File: config.mk
export PLATFORM = sky130hd
export DESIGN_NAME = ssui_cell
export DESIGN_NICKNAME = d
export VERILOG_FILES = /design/src/ssui_pkg.sv /design/src/ssui_cell.sv
export SDC_FILE = /design/constraint.sdc
export NUM_CORES = 1
export LEC_CHECK = 0
export BUFFER_PORTS_ARGS = -buffer_cell sky130_fd_sc_hd__buf_4
export CAP_MARGIN = 5
export CORE_ASPECT_RATIO = 0.8
export CORE_UTILIZATION = 42
export CTS_CLUSTER_SIZE = 20
export DETAILED_ROUTE_END_ITERATION = 6
export MAX_ROUTING_LAYER = met4
export PLACE_DENSITY = 0.8
export REMOVE_ABC_BUFFERS = 1
export SYNTH_ARGS = -nofsm -noshare
export SYNTH_HDL_FRONTEND = slang
export SYNTH_SLANG_ARGS = --single-unit
File: constraint.sdc
create_clock -name clock -period 2.8 [get_ports clock]
set_input_delay 0.14 -clock clock [delete_from_list [all_inputs] [get_ports clock]]
set_output_delay 0.14 -clock clock [all_outputs]
set_load 0.03 [all_outputs]
File: src/ssui_pkg.sv
// Package for the sorted set insertion block.
// Holds operation codes, beat payload types and the cell control struct.
// No dependencies.
package ssui_pkg;

   localparam logic [1:0] OP_INSERT = 2'd0;
   localparam logic [1:0] OP_CLEAR  = 2'd1;
   localparam logic [1:0] OP_READ   = 2'd2;

   localparam int VALUE_W = 32;
   localparam int INDEX_W = 6;
   localparam int COUNT_W = 7;

   typedef struct packed {
      logic [1:0]         operation;
      logic [VALUE_W-1:0] value;
      logic [INDEX_W-1:0] index;
      logic               last;
   } req_payload_type;

   typedef struct packed {
      logic               added;
      logic               run_added;
      logic               overflow;
      logic [COUNT_W-1:0] entry_count;
      logic [VALUE_W-1:0] read_value;
   } rsp_payload_type;

   typedef struct packed {
      logic cmp_en;
      logic wr_en;
   } cell_ctrl_type;

endpackage

File: src/ssui_cell.sv
// One cell of the sorted set chain: holds one entry and its compare flags.
// Takes the entry of its lower neighbor on a shifting insert. Uses ssui_pkg.
module ssui_cell #(
   parameter int POS   = 0,
   parameter int CNT_W = 7
) (
   input  logic                         clock,
   input  ssui_pkg::cell_ctrl_type      ctrl,
   input  logic [ssui_pkg::VALUE_W-1:0] cmp_val,
   input  logic [ssui_pkg::INDEX_W-1:0] rd_index,
   input  logic [ssui_pkg::VALUE_W-1:0] wr_val,
   input  logic [CNT_W-1:0]             count,
   input  logic [ssui_pkg::VALUE_W-1:0] prev_entry,
   input  logic                         prev_lt,
   input  logic                         prev_occ,
   output logic [ssui_pkg::VALUE_W-1:0] entry,
   output logic                         lt,
   output logic                         occ,
   output logic                         eq,
   output logic                         hit,
   output logic                         load_new
);

   logic [ssui_pkg::VALUE_W-1:0] entry_ff;
   logic                         lt_ff;
   logic                         eq_ff;
   logic                         hit_ff;

   assign occ = int'(count) > POS;

   // The new value lands in the first cell above it, or in the first free cell.
   assign load_new = ctrl.wr_en && !prev_lt && (lt_ff || (!occ && prev_occ));

   always_ff @(posedge clock) begin
      if (ctrl.cmp_en) begin
         lt_ff  <= occ && (cmp_val < entry_ff);
         eq_ff  <= occ && (cmp_val == entry_ff);
         hit_ff <= occ && (int'(rd_index) == POS);
      end
      if (ctrl.wr_en && prev_lt) begin
         entry_ff <= prev_entry;
      end else if (load_new) begin
         entry_ff <= wr_val;
      end
   end

   assign entry = entry_ff;
   assign lt    = lt_ff;
   assign eq    = eq_ff;
   assign hit   = hit_ff;

endmodule

======== After elaboration in Yosys (flattened, before gate mapping) ========
Index checks and enable logic that the tools add are counted.
storage, ports and cells
  bits of input ports ..................... 114
  flip-flop bits (word level) ............. 35
  logic and storage cells ................. 21
cells by class
  mux-type cells .......................... 2
  reduce and logical (&&, ||, !) cells .... 12
  eq/ne operators ......................... 1
  order comparisons ....................... 2
operators with widths
  cell                                                                   number
  32-bit two-way mux                                                     2
  32-bit == test                                                         1
  32-bit less-than comparator                                            1
  7-bit by 1-bit > comparator with 1-bit output (second input constant)  1
  1-bit logical AND                                                      7
  6-bit zero test                                                        1
  1-bit zero test                                                        2
  2-bit nonzero test                                                     1
  1-bit logical OR                                                       1

======== Depth between registers and ports, before layout ========
  depth in word-level cells ............... 7
  gate-level depth with buffers ........... 7
  depth with buffers taken out ............ 7

======== Worst setup path before layout ========
No wires, ideal clock.
  path kind ............................... input port to flip-flop
  from .................................... input count[3]
  to ...................................... register entry_ff, in the netlist entry[0] (enable)
  slack ................................... 0.595 ns
  data required time ...................... 2.411 ns
  buffers on the path ..................... 0
  library setup time ...................... 0.389 ns
  arrival ................................. 1.816 ns
  stages .................................. 5
  cell sequence ........................... or4_4 -> nor4_4 -> a21o_1 -> nand2_1 -> nand2_1
between the ends
  word-level cells in the longest chain between the ends .. 6
ends and longest elaborated chain
  element                                        RTL line         text
  start, declared                                ssui_cell.sv:12  input logic [CNT_W-1:0] count,
  7-bit by 1-bit > comparator with 1-bit output  ssui_cell.sv:29  assign occ = int'(count) > POS;
  1-bit zero test                                ssui_cell.sv:32  assign load_new = ctrl.wr_en && !prev_lt && (lt_ff || (!occ && prev_occ));
  1-bit logical AND                              ssui_cell.sv:32
  1-bit logical OR                               ssui_cell.sv:32
  1-bit logical AND                              ssui_cell.sv:32
  2-bit nonzero test (no source line)            --
  end signal, assigned                           ssui_cell.sv:41  entry_ff <= prev_entry;
  end signal, assigned                           ssui_cell.sv:43  entry_ff <= wr_val;
  end, declared                                  ssui_cell.sv:24  logic [ssui_pkg::VALUE_W-1:0] entry_ff;
No other way between the ends.
A chain may end at the register's enable or synchronous reset.

======== Worst setup path after layout ========
  from .................................... input count[3]
  to ...................................... register entry_ff, in the netlist entry[7] (enable)
Same word-level chain as after synthesis.

==> impl_summary.log <==
[metrics] global-route track usage on met2: roughly two fifths
[metrics] largest area contributor in the netlist: sky130_fd_sc_hd__edfxtp_1
[metrics] endpoint required time on the critical path: ~2.7 ns
[metrics] Boundary Pins: ~150
[metrics] First DRT Iteration DRCs: 75
[metrics] post-synthesis instance total: 195
[metrics] result of the run: finished, violations left
[metrics] number of antenna violations at the first check in global routing: 0
[metrics] H-tree levels: 2
[metrics] Setup Crit Path Kind: in2reg
[metrics] number of design rule violations left after detail routing: 11
[metrics] area used by multi-input combinational logic: around 1100 um^2
[metrics] Initial Utilization: between 40% and 50%
[metrics] Clock Sinks: 35
[metrics] CTS Hold Bufs: 0
[metrics] final critical-path required period: 1.85 ns
[metrics] buffer levels on the longest clock path: 2
[metrics] CORE AREA: just over 5000 um^2
[metrics] via count of the first global-routing pass: just under 2000
[metrics] routing layer with the top usage in global route: met2
[metrics] Crit-path slowest cell: sky130_fd_sc_hd__or4_4
[metrics] Filler Cells Inserted: roughly 420
[metrics] endpoint type of the worst setup path: flop
[metrics] violations in the final reports: design-rule violations
[metrics] global-route wire length before repair: 8770 um
[metrics] commonest cells in the synthesized netlist: sky130_fd_sc_hd__edfxtp_1, sky130_fd_sc_hd__inv_1, sky130_fd_sc_hd__ha_1, sky130_fd_sc_hd__mux2_2
[metrics] proportion of netlist area held by the largest area contributor: between 40% and 50%
[metrics] overall die area: between 5000 and 6000 um^2
[metrics] clock tree from TritonCTS: done
[metrics] Tot Pwr: between 1 and 1.5 mW
[metrics] Yosys cell types: 26
[metrics] Power Dens Cells: roughly 420 nW/um^2
[metrics] endpoint arrival time on the critical path: approximately 1.8 ns
[metrics] hold crit path type: in2reg
[metrics] largest driver fanout on the critical path: 32
[metrics] post-route setup TNS: 0 ns
[metrics] Hold Fails Final Rpt: 0
[metrics] Die Span Y: 68.2 um
[metrics] sequential cell area fraction in the yosys report: a little under half
[metrics] post-CTS setup buffers: 0
[metrics] area grow syn2layout: 55.8%
[metrics] CTS Root Cell: sky130_fd_sc_hd__clkbuf_8
[metrics] largest cells by area after synthesis: sky130_fd_sc_hd__edfxtp_1, sky130_fd_sc_hd__ha_1, sky130_fd_sc_hd__mux2_2
[metrics] Cell Chain, Critical Path: buf_4 -> or4_4 -> nor4_4 -> a21o_1 -> nand2_1 -> nand2_1 -> buf_4
[metrics] number of cells upsized or downsized after cts: 0
[metrics] clk_skew: ~0.0022 ns
[metrics] number of nets with antenna violations after detailed routing: 0
[metrics] setup repair after global routing missed its margin: false
[metrics] final layout net count: roughly 500
[metrics] Vias per Instance: ~4.9
[metrics] Yosys reg bits: 35
[metrics] number of maximum-capacitance violations: 0
[metrics] CP Launch Type: primary input
[metrics] clock latency on the worst-skew pair: approximately 0.28 ns
[metrics] Yosys warning count: 0
[metrics] worst-case vdd ir drop: 0.000299 V
[metrics] # port buffers: 150
[metrics] cell area after synthesis: about 2300 um^2
[metrics] Lkg Pwr: 1.79 nW
[metrics] post-detailed-routing wire length: 5810 um
[metrics] detailed-routing iteration count for the pre-antenna-repair pass: 7
[metrics] relative slew slack: 59.6%
[metrics] GR Util All Layers: a little over a fifth
[metrics] mean post-synth cell area: 11.8 um^2
[metrics] largest net degree at the start of global routing: 33
[metrics] detail-routed net length per standard cell: approximately 14 um
[metrics] number of diodes: 0
[metrics] portion of the clock cycle consumed by the worst path in the final layout: about 66%
[metrics] met1 global-route usage: between 20% and 30%
[metrics] Overflow after GRT: 0
[metrics] maximum frequency from static timing analysis: about 540 MHz
[metrics] Worst Tran Pin Value: around 0.60 ns
[metrics] setup violation total in the final timing report: 0
[metrics] Sequential cell area: between 1000 and 1500 um^2
[metrics] number of enable flip-flop cells after synthesis: 35
[metrics] Synth Flop Type: sky130_fd_sc_hd__edfxtp_1
[metrics] Detail Placement HPWL: 4870 um
[metrics] biggest cell delay along the critical path: 0.53 ns
[metrics] clock buffers created by TritonCTS: 5
[metrics] most instantiated library cell after synthesis: sky130_fd_sc_hd__edfxtp_1
[metrics] met3 Track Usage GR: 4.95%
[metrics] asr flop ratio synth: 0%
[metrics] via count: between 2000 and 2500
[metrics] final count of pins violating max slew: 0
[metrics] share of post-route cells with drive strength above 1: 54.5%
[metrics] clock transition at the registers of the reported paths: roughly 0.07 ns
[metrics] placer congestion estimate: 0.764
[metrics] count of standard-cell rows: 23
[metrics] overall die width: 84.8 um
## flip-flops by register name, indices dropped and copies added, names as in the netlist
name / cells
eq: 1
entry: 32
lt: 1
hit: 1
## critical path: cells and delay by family
kind	cells	cell delay, ns
AO/OA/AOI/OAI	1	0.17
buffers and inverters	2	0.51
AND/OR/NAND/NOR	4	0.95
## metal layers
layer  up-vias  share of wire (%)
li1       1021                  -
met1       911                 38
met2        89                 52
met3         7                7.8
met4         0                1.4
met5         -                  0
## cells by family (layout without fill, tap and decap cells)
logic type	count (synthesis)	in the layout	share of synthesized area, %
mux	32	32	15.7
compound gates	24	24	6.47
flops	35	35	45.7
simple gates	35	35	8.65
buf+inv	37	194	6.14
fa+ha+maj	32	32	17.4
## power by group
group          total [mW]  internal, mW  switching (mW)
logic               0.489         0.249           0.240
registers           0.660         0.637          0.0232
clock network       0.345         0.170           0.175
## final cells by class
type,count,share of cell area [%]
repair buffers,152,31.8
multi-input cells,123,30.9
flip-flops and latches,35,29.3
inverters,34,3.56
well taps,62,2.16
clock buffers,6,2.02
clock inverters,2,0.209
## final timing paths
check | startpoint | cells past startpoint | to | slack [ns]
setup / recovery | count[3] | 7 | entry[7] | 0.95
hold reg to reg | entry[31] | 5 | lt | 0.93
setup reg to reg | entry[7] | 7 | lt | 1.01
hold / removal | ctrl[1] | 1 | lt | 0.08
## cells in the final DEF (no fill, tap or decap)
master / instances
sky130_fd_sc_hd__a211o_1: 1
sky130_fd_sc_hd__a21o_1: 3
sky130_fd_sc_hd__a21oi_1: 12
sky130_fd_sc_hd__a221o_1: 2
sky130_fd_sc_hd__a221oi_1: 1
sky130_fd_sc_hd__and2_0: 1
sky130_fd_sc_hd__and3_1: 1
sky130_fd_sc_hd__and4_1: 2
sky130_fd_sc_hd__buf_4: 152
sky130_fd_sc_hd__clkbuf_1: 1
sky130_fd_sc_hd__clkbuf_8: 5
sky130_fd_sc_hd__clkinv_1: 2
sky130_fd_sc_hd__edfxtp_1: 35
sky130_fd_sc_hd__ha_1: 32
sky130_fd_sc_hd__inv_1: 34
sky130_fd_sc_hd__mux2_2: 32
sky130_fd_sc_hd__nand2_1: 12
sky130_fd_sc_hd__nand3_1: 3
sky130_fd_sc_hd__nand4_1: 4
sky130_fd_sc_hd__nor2_1: 5
sky130_fd_sc_hd__nor2_2: 1
sky130_fd_sc_hd__nor2b_1: 1
sky130_fd_sc_hd__nor4_1: 2
sky130_fd_sc_hd__nor4_4: 1
sky130_fd_sc_hd__o2111ai_1: 1
sky130_fd_sc_hd__o21ai_0: 4
sky130_fd_sc_hd__or4_1: 1
sky130_fd_sc_hd__or4_4: 1
## stage by stage
stage	std cells	worst slack, ns	area (um^2)	utilization [%]	hold slack (ns)
after floorplan	192	0.594	2290	-	0.252
after global placement	406	0.713	3510	68.1	0.365
after detailed placement	406	0.658	3510	68.1	0.369
after CTS	414	0.953	3590	69.6	0.0695
after global routing	414	0.828	3590	69.6	0.0706
final	414	0.952	3590	69.6	0.0827
Note: power is estimated with default switching activity, not from simulation.
